### src/rtl/core/mcc_pkg.sv
package mcc_pkg;

    // Width of one subblock cost.
    localparam int COST_WIDTH = 20;

    // Sums grow by one bit for every doubling of the number of terms.
    localparam int PAIR_W  = COST_WIDTH + 1;
    localparam int QUAD_W  = COST_WIDTH + 2;
    localparam int TOTAL_W = COST_WIDTH + 3;

    // Configuration fields.
    localparam int DEPTH_W   = 5;
    localparam int BASE_W    = 16;
    localparam int SHIFT_W   = 4;
    localparam int SHIFT_MAX = 8;
    localparam int DEPTH_MIN = 8;
    localparam int DEPTH_MAX = 16;
    localparam int THR_W     = BASE_W + SHIFT_MAX;

    // Common width for every comparison against a threshold.
    localparam int CMP_W = (TOTAL_W > THR_W) ? TOTAL_W : THR_W;

    localparam int LEVEL_W = 2;
    localparam int NUM_COSTS = 8;

    // APB register map: one 32-bit word per register.
    localparam int ADDR_W = 5;
    localparam int DATA_W = 32;
    localparam int INDEX_W = 3;

    typedef enum logic [INDEX_W-1:0] {
        REG_BIT_DEPTH     = 3'd0,
        REG_ULTRA_FLAT    = 3'd1,
        REG_FLAT          = 3'd2,
        REG_COMPLEX       = 3'd3,
        REG_ULTRA_COMPLEX = 3'd4
    } reg_index_t;

    typedef logic [NUM_COSTS-1:0][COST_WIDTH-1:0] cost_vec_t;

    // Thresholds already scaled to the sample bit depth.
    typedef struct packed {
        logic [CMP_W-1:0] ultra_flat;
        logic [CMP_W-1:0] flat;
        logic [CMP_W-1:0] complex;
        logic [CMP_W-1:0] ultra_complex;
    } thr_t;

    // Whole sum and the extremes of the quad and pair sums.
    typedef struct packed {
        logic [TOTAL_W-1:0] total;
        logic [QUAD_W-1:0]  quad_min;
        logic [QUAD_W-1:0]  quad_max;
        logic [PAIR_W-1:0]  pair_min;
        logic [PAIR_W-1:0]  pair_max;
    } ext_t;

endpackage

### src/rtl/core/mixed_complexity_classifier_unit.sv
// Channel  | Handshake            | Payload
// ---------+----------------------+-------------------------------------
// cost     | cost_valid/stall     | block_cost_0 .. block_cost_7 (20 b)
// mix      | mix_valid/stall      | mix_level (2 b)
// config   | APB psel/penable     | paddr (5 b), pwdata/prdata (32 b)
//
// A transaction on the cost channel yields exactly one mix transaction, which
// passes the three registers in order; one transaction is taken every cycle
// while cost_stall is low. The rate is set by the three pipeline registers
// (input, sums and extremes, result), each of which may refill while the next drains.
// rst_n clears the stage valid flags and the configuration registers
// asynchronously. A stall on the mix channel holds the result and backs up
// stage by stage; cost_stall rises only when all three stages are full.
module mixed_complexity_classifier_unit (
    input  logic                            clk,
    input  logic                            rst_n,
    input  logic                            cost_valid,
    output logic                            cost_stall,
    input  logic [mcc_pkg::COST_WIDTH-1:0]  block_cost_0,
    input  logic [mcc_pkg::COST_WIDTH-1:0]  block_cost_1,
    input  logic [mcc_pkg::COST_WIDTH-1:0]  block_cost_2,
    input  logic [mcc_pkg::COST_WIDTH-1:0]  block_cost_3,
    input  logic [mcc_pkg::COST_WIDTH-1:0]  block_cost_4,
    input  logic [mcc_pkg::COST_WIDTH-1:0]  block_cost_5,
    input  logic [mcc_pkg::COST_WIDTH-1:0]  block_cost_6,
    input  logic [mcc_pkg::COST_WIDTH-1:0]  block_cost_7,
    output logic                            mix_valid,
    input  logic                            mix_stall,
    output logic [mcc_pkg::LEVEL_W-1:0]     mix_level,
    input  logic                            psel,
    input  logic                            penable,
    input  logic                            pwrite,
    input  logic [mcc_pkg::ADDR_W-1:0]      paddr,
    input  logic [mcc_pkg::DATA_W-1:0]      pwdata,
    output logic [mcc_pkg::DATA_W-1:0]      prdata,
    output logic                            pready
);
    import mcc_pkg::*;

    thr_t               thr;
    ext_t               ext;
    logic [LEVEL_W-1:0] level;

    // Stage valid flags and their next values.
    logic in_valid_reg,  in_valid_next;
    logic ext_valid_reg, ext_valid_next;
    logic res_valid_reg, res_valid_next;

    // A stage may load when it is empty or its contents move on this cycle.
    logic in_ready, ext_ready, res_ready;

    cost_vec_t          cost_reg;
    ext_t               ext_reg;
    logic [LEVEL_W-1:0] level_reg;

    mcc_cfg_regs u_cfg (
        .clk     (clk),
        .rst_n   (rst_n),
        .psel    (psel),
        .penable (penable),
        .pwrite  (pwrite),
        .paddr   (paddr),
        .pwdata  (pwdata),
        .prdata  (prdata),
        .pready  (pready),
        .thr     (thr)
    );

    mcc_extremes u_ext (
        .cost (cost_reg),
        .ext  (ext)
    );

    mcc_classify u_cls (
        .ext   (ext_reg),
        .thr   (thr),
        .level (level)
    );

    assign res_ready = !res_valid_reg || !mix_stall;
    assign ext_ready = !ext_valid_reg || res_ready;
    assign in_ready  = !in_valid_reg || ext_ready;

    assign in_valid_next  = in_ready  ? cost_valid    : in_valid_reg;
    assign ext_valid_next = ext_ready ? in_valid_reg  : ext_valid_reg;
    assign res_valid_next = res_ready ? ext_valid_reg : res_valid_reg;

    always_ff @(posedge clk or negedge rst_n)
    begin
        if (!rst_n)
        begin
            in_valid_reg  <= 1'b0;
            ext_valid_reg <= 1'b0;
            res_valid_reg <= 1'b0;
        end
        else
        begin
            in_valid_reg  <= in_valid_next;
            ext_valid_reg <= ext_valid_next;
            res_valid_reg <= res_valid_next;
        end
    end

    // Payload registers load only alongside a valid transaction.
    always_ff @(posedge clk)
    begin
        if (in_ready && cost_valid)
        begin
            cost_reg[0] <= block_cost_0;
            cost_reg[1] <= block_cost_1;
            cost_reg[2] <= block_cost_2;
            cost_reg[3] <= block_cost_3;
            cost_reg[4] <= block_cost_4;
            cost_reg[5] <= block_cost_5;
            cost_reg[6] <= block_cost_6;
            cost_reg[7] <= block_cost_7;
        end
        if (ext_ready && in_valid_reg)
            ext_reg <= ext;
        if (res_ready && ext_valid_reg)
            level_reg <= level;
    end

    assign cost_stall = !in_ready;
    assign mix_valid  = res_valid_reg;
    assign mix_level  = level_reg;

    // Every quad sum contains one of the pair sums, and no quad exceeds the total.
    a_extreme_order: assert property (@(posedge clk) disable iff (!rst_n)
        ext_valid_reg |-> (QUAD_W'(ext_reg.pair_min) <= ext_reg.quad_min)
                       && (ext_reg.quad_min <= ext_reg.quad_max)
                       && (ext_reg.pair_min <= ext_reg.pair_max))
        else $error("quad and pair extremes out of order");

    a_quad_in_total: assert property (@(posedge clk) disable iff (!rst_n)
        ext_valid_reg |-> (TOTAL_W'(ext_reg.quad_max) <= ext_reg.total))
        else $error("quad maximum exceeds the whole sum");

    a_accept_fills: assert property (@(posedge clk) disable iff (!rst_n)
        cost_valid && !cost_stall |=> in_valid_reg)
        else $error("accepted transaction lost at the input stage");

    a_stall_only_full: assert property (@(posedge clk) disable iff (!rst_n)
        cost_stall |-> in_valid_reg && ext_valid_reg && res_valid_reg && mix_stall)
        else $error("input stalled while the pipeline has room");

endmodule

### src/rtl/core/mcc_cfg_regs.sv
module mcc_cfg_regs (
    input  logic                        clk,
    input  logic                        rst_n,
    input  logic                        psel,
    input  logic                        penable,
    input  logic                        pwrite,
    input  logic [mcc_pkg::ADDR_W-1:0]  paddr,
    input  logic [mcc_pkg::DATA_W-1:0]  pwdata,
    output logic [mcc_pkg::DATA_W-1:0]  prdata,
    output logic                        pready,
    output mcc_pkg::thr_t               thr
);
    import mcc_pkg::*;

    logic [DEPTH_W-1:0] depth_reg;
    logic [BASE_W-1:0]  vf_reg;
    logic [BASE_W-1:0]  f_reg;
    logic [BASE_W-1:0]  c_reg;
    logic [BASE_W-1:0]  vc_reg;
    logic               wr_en;
    logic [INDEX_W-1:0] index;
    logic [SHIFT_W-1:0] shift;

    assign pready = 1'b1;
    assign wr_en  = psel && penable && pwrite;
    assign index  = paddr[ADDR_W-1:2];

    always_ff @(posedge clk or negedge rst_n)
    begin
        if (!rst_n)
        begin
            depth_reg <= DEPTH_W'(DEPTH_MIN);
            vf_reg    <= '0;
            f_reg     <= '0;
            c_reg     <= '0;
            vc_reg    <= '0;
        end
        else if (wr_en)
        begin
            unique case (index)
                REG_BIT_DEPTH:     depth_reg <= pwdata[DEPTH_W-1:0];
                REG_ULTRA_FLAT:    vf_reg    <= pwdata[BASE_W-1:0];
                REG_FLAT:          f_reg     <= pwdata[BASE_W-1:0];
                REG_COMPLEX:       c_reg     <= pwdata[BASE_W-1:0];
                REG_ULTRA_COMPLEX: vc_reg    <= pwdata[BASE_W-1:0];
                default: ;
            endcase
        end
    end

    always_comb
    begin
        unique case (index)
            REG_BIT_DEPTH:     prdata = DATA_W'(depth_reg);
            REG_ULTRA_FLAT:    prdata = DATA_W'(vf_reg);
            REG_FLAT:          prdata = DATA_W'(f_reg);
            REG_COMPLEX:       prdata = DATA_W'(c_reg);
            REG_ULTRA_COMPLEX: prdata = DATA_W'(vc_reg);
            default:           prdata = '0;
        endcase
    end

    // Bit depths outside 8 to 16 are clamped to the nearest end.
    always_comb
    begin
        if (depth_reg < DEPTH_W'(DEPTH_MIN))
            shift = '0;
        else if (depth_reg > DEPTH_W'(DEPTH_MAX))
            shift = SHIFT_W'(SHIFT_MAX);
        else
            shift = SHIFT_W'(depth_reg - DEPTH_W'(DEPTH_MIN));
    end

    assign thr.ultra_flat    = CMP_W'(vf_reg) << shift;
    assign thr.flat          = CMP_W'(f_reg) << shift;
    assign thr.complex       = CMP_W'(c_reg) << shift;
    assign thr.ultra_complex = CMP_W'(vc_reg) << shift;

endmodule

### src/rtl/core/mcc_extremes.sv
module mcc_extremes (
    input  mcc_pkg::cost_vec_t cost,
    output mcc_pkg::ext_t      ext
);
    import mcc_pkg::*;

    logic [PAIR_W-1:0]  pair [10];
    logic [QUAD_W-1:0]  quad [6];
    logic [PAIR_W-1:0]  pmin_l1 [5];
    logic [PAIR_W-1:0]  pmax_l1 [5];
    logic [QUAD_W-1:0]  qmin_l1 [3];
    logic [QUAD_W-1:0]  qmax_l1 [3];
    logic [PAIR_W-1:0]  pmin_a, pmin_b, pmax_a, pmax_b;
    logic [QUAD_W-1:0]  qmin_a, qmax_a;

    function automatic logic [PAIR_W-1:0] pmin2(logic [PAIR_W-1:0] a, logic [PAIR_W-1:0] b);
        return (b < a) ? b : a;
    endfunction

    function automatic logic [PAIR_W-1:0] pmax2(logic [PAIR_W-1:0] a, logic [PAIR_W-1:0] b);
        return (b > a) ? b : a;
    endfunction

    function automatic logic [QUAD_W-1:0] qmin2(logic [QUAD_W-1:0] a, logic [QUAD_W-1:0] b);
        return (b < a) ? b : a;
    endfunction

    function automatic logic [QUAD_W-1:0] qmax2(logic [QUAD_W-1:0] a, logic [QUAD_W-1:0] b);
        return (b > a) ? b : a;
    endfunction

    // Row neighbours, then columns.
    assign pair[0] = PAIR_W'(cost[0]) + PAIR_W'(cost[1]);
    assign pair[1] = PAIR_W'(cost[1]) + PAIR_W'(cost[2]);
    assign pair[2] = PAIR_W'(cost[2]) + PAIR_W'(cost[3]);
    assign pair[3] = PAIR_W'(cost[4]) + PAIR_W'(cost[5]);
    assign pair[4] = PAIR_W'(cost[5]) + PAIR_W'(cost[6]);
    assign pair[5] = PAIR_W'(cost[6]) + PAIR_W'(cost[7]);
    assign pair[6] = PAIR_W'(cost[0]) + PAIR_W'(cost[4]);
    assign pair[7] = PAIR_W'(cost[1]) + PAIR_W'(cost[5]);
    assign pair[8] = PAIR_W'(cost[2]) + PAIR_W'(cost[6]);
    assign pair[9] = PAIR_W'(cost[3]) + PAIR_W'(cost[7]);

    // Top, bottom, left, right, middle and edges, built from the pairs.
    assign quad[0] = QUAD_W'(pair[0]) + QUAD_W'(pair[2]);
    assign quad[1] = QUAD_W'(pair[3]) + QUAD_W'(pair[5]);
    assign quad[2] = QUAD_W'(pair[6]) + QUAD_W'(pair[7]);
    assign quad[3] = QUAD_W'(pair[8]) + QUAD_W'(pair[9]);
    assign quad[4] = QUAD_W'(pair[7]) + QUAD_W'(pair[8]);
    assign quad[5] = QUAD_W'(pair[6]) + QUAD_W'(pair[9]);

    always_comb
    begin
        for (int i = 0; i < 5; i++)
        begin
            pmin_l1[i] = pmin2(pair[2*i], pair[2*i+1]);
            pmax_l1[i] = pmax2(pair[2*i], pair[2*i+1]);
        end
        for (int i = 0; i < 3; i++)
        begin
            qmin_l1[i] = qmin2(quad[2*i], quad[2*i+1]);
            qmax_l1[i] = qmax2(quad[2*i], quad[2*i+1]);
        end
    end

    assign pmin_a = pmin2(pmin_l1[0], pmin_l1[1]);
    assign pmin_b = pmin2(pmin_l1[2], pmin_l1[3]);
    assign pmax_a = pmax2(pmax_l1[0], pmax_l1[1]);
    assign pmax_b = pmax2(pmax_l1[2], pmax_l1[3]);
    assign qmin_a = qmin2(qmin_l1[0], qmin_l1[1]);
    assign qmax_a = qmax2(qmax_l1[0], qmax_l1[1]);

    assign ext.pair_min = pmin2(pmin2(pmin_a, pmin_b), pmin_l1[4]);
    assign ext.pair_max = pmax2(pmax2(pmax_a, pmax_b), pmax_l1[4]);
    assign ext.quad_min = qmin2(qmin_a, qmin_l1[2]);
    assign ext.quad_max = qmax2(qmax_a, qmax_l1[2]);
    assign ext.total    = TOTAL_W'(quad[0]) + TOTAL_W'(quad[1]);

endmodule

### src/rtl/core/mcc_classify.sv
module mcc_classify (
    input  mcc_pkg::ext_t                ext,
    input  mcc_pkg::thr_t                thr,
    output logic [mcc_pkg::LEVEL_W-1:0]  level
);
    import mcc_pkg::*;

    typedef enum logic [2:0] {
        CLS_ULTRA_FLAT    = 3'd0,
        CLS_FLAT          = 3'd1,
        CLS_MIDDLE        = 3'd2,
        CLS_COMPLEX       = 3'd3,
        CLS_ULTRA_COMPLEX = 3'd4
    } class_t;

    class_t cls_all, q_lo, q_hi, p_lo, p_hi;
    logic [2:0]         q_spread, p_spread;
    logic [LEVEL_W-1:0] lvl_q, lvl_p;

    // Tests run in a fixed order so that, with unordered thresholds, the flat
    // tests win over the complex ones and each extreme class over its neighbour.
    function automatic class_t classify(logic [CMP_W-1:0] x, thr_t t);
        class_t c;
        if (x < t.ultra_flat)
            c = CLS_ULTRA_FLAT;
        else if (x < t.flat)
            c = CLS_FLAT;
        else if (x > t.ultra_complex)
            c = CLS_ULTRA_COMPLEX;
        else if (x > t.complex)
            c = CLS_COMPLEX;
        else
            c = CLS_MIDDLE;
        return c;
    endfunction

    assign cls_all = classify(CMP_W'(ext.total), thr);
    assign q_lo    = classify(CMP_W'({ext.quad_min, 1'b0}), thr);
    assign q_hi    = classify(CMP_W'({ext.quad_max, 1'b0}), thr);
    assign p_lo    = classify(CMP_W'({ext.pair_min, 2'b00}), thr);
    assign p_hi    = classify(CMP_W'({ext.pair_max, 2'b00}), thr);

    assign q_spread = (q_hi >= q_lo) ? (q_hi - q_lo) : 3'd0;
    assign p_spread = (p_hi >= p_lo) ? (p_hi - p_lo) : 3'd0;

    always_comb
    begin
        case (q_spread)
            3'd4:    lvl_q = 2'd3;
            3'd3:    lvl_q = 2'd2;
            default: lvl_q = 2'd0;
        endcase
        case (p_spread)
            3'd4:    lvl_p = 2'd2;
            3'd3:    lvl_p = 2'd1;
            default: lvl_p = 2'd0;
        endcase
    end

    always_comb
    begin
        if (cls_all <= CLS_MIDDLE)
            level = '0;
        else
            level = (lvl_q > lvl_p) ? lvl_q : lvl_p;
    end

endmodule

### config.mk
export PLATFORM = sky130hd
export DESIGN_NAME = mixed_complexity_classifier_unit
export DESIGN_NICKNAME = d
export VERILOG_FILES = /design/src/rtl/core/mcc_pkg.sv /design/src/rtl/core/mixed_complexity_classifier_unit.sv /design/src/rtl/core/mcc_cfg_regs.sv /design/src/rtl/core/mcc_extremes.sv /design/src/rtl/core/mcc_classify.sv
export SDC_FILE = /design/constraint.sdc
export NUM_CORES = 2
export LEC_CHECK = 0
export BUFFER_PORTS_ARGS = -buffer_cell sky130_fd_sc_hd__clkbuf_2
export CAP_MARGIN = 10
export CORE_MARGIN = 2
export CORE_UTILIZATION = 35
export CTS_CLUSTER_DIAMETER = 200
export DETAILED_ROUTE_END_ITERATION = 8
export PLACE_DENSITY = 0.5
export SLEW_MARGIN = 20
export SYNTH_ARGS = -nofsm -noshare
export SYNTH_HDL_FRONTEND = slang
export SYNTH_HIERARCHICAL = 1
export SYNTH_SLANG_ARGS = --single-unit
### constraint.sdc
create_clock -name clk -period 12.1 [get_ports clk]
set_input_delay 2.42 -clock clk [delete_from_list [all_inputs] [get_ports clk]]
set_output_delay 2.42 -clock clk [all_outputs]
set_load 0.05 [all_outputs]
=== Word level (Yosys, flattened, before mapping) ===
Index checks and enable logic that the tools add are counted.

* Add/subtract/negate cells: 20
* Order comparisons: 54
* Equality and inequality tests: 8
* Shift operators: 4
* Muxes and demuxes: 56
* Reductions and logical operators: 19

{| class="wikitable"
|+ Operator list
! operator !! number
|-
| 21-bit two-way mux || 18
|-
| 23-bit by 24-bit > comparator with 1-bit output || 10
|-
| 23-bit by 24-bit < comparator with 1-bit output || 10
|-
| 22-bit two-way mux || 10
|-
| 20-bit by 20-bit adder with 21-bit output || 10
|-
| 21-bit > comparator || 9
|-
| 21-bit < comparator || 9
|-
| 21-bit by 21-bit adder with 22-bit output || 6
|-
| 22-bit > comparator || 5
|-
| 22-bit < comparator || 5
|-
| 16-bit by 4-bit << shifter with 24-bit output || 4
|-
| 16-bit case mux with 5 select lines || 1
|-
| 3-bit two-way mux || 17
|-
| 22-bit by 22-bit adder with 23-bit output || 1
|-
| 3-bit by 2-bit == test with 1-bit output (second input constant) || 4
|-
| 2-bit AND reduction || 5
|-
| 3-bit == test (second input constant) || 3
|-
| 4-bit two-way mux || 2
|-
| 2-bit case mux with 2 select lines || 2
|-
| 3-bit >= comparator || 2
|-
| 3-bit subtractor || 2
|-
| 5-bit > comparator (second input constant) || 1
|-
| 1-bit logical AND || 5
|-
| 1-bit logical NOT || 5
|-
| 9 further kinds || 15
|}

* Register bits after elaboration: 343
* Input port bits: 204
* Output and inout port bits: 37
* Logic and storage cells: 183

=== Longest topological paths before layout ===
* Depth in word-level cells: 15
* Gate-level depth with buffers: 73
* Gate-level depth less buffers: 69

=== Cells and area by module ===
The synthesis kept the hierarchy.

{| class="wikitable"
|+ Modules (own cells, without submodules)
! module !! times used !! cells each !! area an instance (um2) !! sequential area each (um2)
|-
| mcc_extremes || 1 || 4222 || 31627.8 || 0.0
|-
| mcc_classify || 1 || 1214 || 10062.2 || 0.0
|-
| mixed_complexity_classifier_unit || 1 || 283 || 8269.2 || 8212.9
|-
| mcc_cfg_regs || 1 || 885 || 7370.8 || 1727.9
|}

=== Worst setup path after synthesis ===
Ideal clock, no wire load.

* Path kind: register -> register
* Start: register cost_reg[21] (netlist name)
* End: register ext_reg[8] (netlist name) (data pin)
* Arrival: 12.075 ns
* Required time: 11.831 ns
* Path slack: -0.244 ns
* Cell stages (with the launch flop): 66
* Buffers on the path: 5
* Period minus slack after synthesis: 12.344 ns
* Path through: edfxtp_1 ha_1 a21o_1 a21oi_1 o21ai_0 a221oi_1 a21oi_1 a31o_2 o311ai_0 a21oi_1 nor2_1 xor2_1 inv_1 ha_1 nor4_1 nand4_1 o211ai_1 nor2_1 (+30 left out) a21o_1 clkbuf_1 mux2i_1 ha_1 nor2b_1 o21a_1 o21ai_0 nand2b_1 a21oi_1 nor2_1 a211oi_1 o21ai_0 nor2b_1 a211oi_1 o21ai_0 nand2_1 clkbuf_1 mux2i_1

{| class="wikitable"
|+ RTL lines
! element !! RTL line !! source
|-
| start, declared || mixed_complexity_classifier_unit.sv:52 || <nowiki>cost_vec_t cost_reg;</nowiki>
|-
| end signal, assigned || mixed_complexity_classifier_unit.sv:119 || <nowiki>ext_reg <= ext;</nowiki>
|-
| end, declared || mixed_complexity_classifier_unit.sv:53 || <nowiki>ext_t ext_reg;</nowiki>
|}

==> qor.csv <==
metric;value;unit
outcome;complete, but fails checks;
failed_checks;setup timing;
cap_viol_max_count;0;
holdPathStages;1;
synthArstFlopShare;21.0;%
fillerInstances;15500;
grt_antenna_before_repair;1;
setup_tns;-5710;ps
wl_per_cell;24.1;µm
die_area;167000;µm²
coreArea;163000;µm²
cp_max_fo;7;
largest_reg_flops;160;
drc;0;
regArea;9940;µm²
wl;261000;µm
yosysSeqAreaShare;17.3;%
gr-usage-all-layers;29.8;%
gp_congestion;0.994;
rr_worst_depth;72;
yosys_warnings;6;
cts_tree;built;
ant_nets;0;
synthCells;6604;
cts_root_buf;clkbuf_16;
startpoint_type;flop;
grt_pass1_wl;370000;µm
initial_utilization;35.2;%
fin_util;50.0;%
area.growth.synth_to_final;42.0;%
dp_hpwl;219000;µm
synth_area;57300;µm²
multi_input_area;48000;µm²
routed-wl-met3;8420;µm
clk_pin_slew;60;ps
rsz0062_at_grt;yes;
min_delay_worst_endpoint;ext_valid_reg$_DFFE_PN0P_;
critPathSlowestCell;or4b_4;
die_w;409;µm
wirelength_met1;101000;µm
vias;59200;
fin_skew;48.6;ps
reg2reg_to;ext_reg[41]$_DFFE_PP_;
synth_top_area_share;26.2;%
grt_pass1_vias;59500;
drv_slew;0;
insertion_delay;670;ps
synth_top_cell_by_area;ha_1;
firstDrtPassIters;8;
slowest_delay;540;ps
yosysUniqueCellTypes;116;
numClockSinks;343;
setup_violations;41;
worst_slew_pin_slew;1100;ps
hold_violations;0;
worstSetupEndpointType;flop;
cts_buffer_depth;3;
viasPerCell;5.46;
finalCritPeriodShare;102;%
grt_start_max_net_pins;143;
cp_data_arrival_time;12710;ps
worstReg2RegStart;cost_reg[125]$_DFFE_PP_;
placementRows;148;
overflow;0;
period_needed;12320;ps
fin_nets;10100;
synthTopCellsByCount;1201 x ha_1, 621 x inv_1, 570 x a21oi_1, 462 x mux2i_1, 360 x nor2_1;
required;12490;ps
drtIter0Drc;3481;
antenna_cells;0;
synth.area.top_cells;ha_1 26%, edfxtp_1 14%, mux2i_1 8.1%;
synth.most_common_cell;ha_1;
hold_class;flop to flop;
synth_edf_count;271;
path_class;flop to flop;
fmax;81.2;MHz
layout-drive-gt1-share;34.6;%
pin_count;241;
htreeDepth;2;
die_y;409;µm
setup_slack;-215;ps
maxSlewHeadroom;26.3;%
avgSynthCellArea;8.68;µm²
r2r_setup_slack;-220;ps
top_layer_used;met5;
met2_length;126000;µm
io_buffers;205;
ys_ff_latch;343;
cp_common_cell;a21o_1;
cts_buffers;45;
worstHoldStart;in_valid_reg$_DFFE_PN0P_;
synth_ff_type;edfxtp_1;
-- placed cells by master (no fill, tap or decap), drive strengths merged, types with 56 or more instances in the layout --
master and n:
buf 1974, ha 1201, inv 631, a21oi 575, mux2i 462, nor2 364
o21ai 315, nand2 290, a21o 286, edfxtp 271, clkbuf 263, xnor2 206
nand4 137, mux2 135, nand3 98, o21a 93, nor2b 93, xor2 83
nand2b 77, nor3 76, dfrtp 71, a211oi 67, a31oi 60, o22ai 56
-- critical path, delay by kind of cell (launching register included) --
family	cells	cell delay (ps)
AND/OR/NAND/NOR	13	1760
buffers and inverters	15	2200
multiplexers	4	730
AO/OA/AOI/OAI	34	5490
XOR/XNOR	1	160
flip-flops	1	470
adder cells (fa/ha/maj)	5	1150
-- layout make-up --
class | count | area share (%)
multi-input combinational | 5450 | 59.0
timing repair buffer | 2183 | 20.7
sequential | 343 | 12.2
tap | 2175 | 3.34
inverter | 624 | 2.88
clock buffer | 55 | 1.52
clock inverter | 26 | 0.380
-- through the flow --
stage               instance area, µm²  cells  worst slack (ps)  hold slack [ps]
floorplan                        57400   6619               127              449
global placement                 74200  10600             -2320              472
detailed placement               74200  10600             -2350              481
CTS                              78700  10800            -0.782              500
global route                     81400  10900              -774              524
finish                           81400  10900              -215              496
-- kinds of logic after synthesis --
family | synth area share, %
buffers and inverters | 5.87
adders and majority gates | 27.1
muxes | 10.8
and+or+nand+nor | 12.7
AOI/OAI and AO/OA | 21.7
DFF | 17.3
other | 0.0131
xor gates and xnor gates | 4.42
-- how the worst max path moves through the flow --
stage                     depth (start not counted)               endpoint                    start
final                                            72  ext_reg[41]$_DFFE_PP_  cost_reg[125]$_DFFE_PP_
after CTS                                        67  ext_reg[16]$_DFFE_PP_   cost_reg[20]$_DFFE_PP_
after global placement                           66  ext_reg[43]$_DFFE_PP_   cost_reg[41]$_DFFE_PP_
after floorplan                                  64   ext_reg[8]$_DFFE_PP_   cost_reg[21]$_DFFE_PP_
after detailed placement                         68  ext_reg[46]$_DFFE_PP_   cost_reg[41]$_DFFE_PP_
after global routing                             71  ext_reg[41]$_DFFE_PP_  cost_reg[125]$_DFFE_PP_
-- per-layer routing --
metal	track usage, %	vias up
met1	32.9	28200
met2	52.9	1690
met5	0	-
met4	23.8	2
met3	2.10	662
li1	-	28700
-- what timing repair did --
item                                   in CTS  in global routing
hold buffers                                0                  0
endpoints found under the hold margin       0                  0
buffers inserted                           89                 82
gates resized for setup                   461                411
setup endpoints to repair                  86                 86
gates cloned                                6                  5
pin swaps                                 195                251
Power is not shown: default switching activity piles up to over one toggle a cycle in this logic, so the estimate is an artifact.
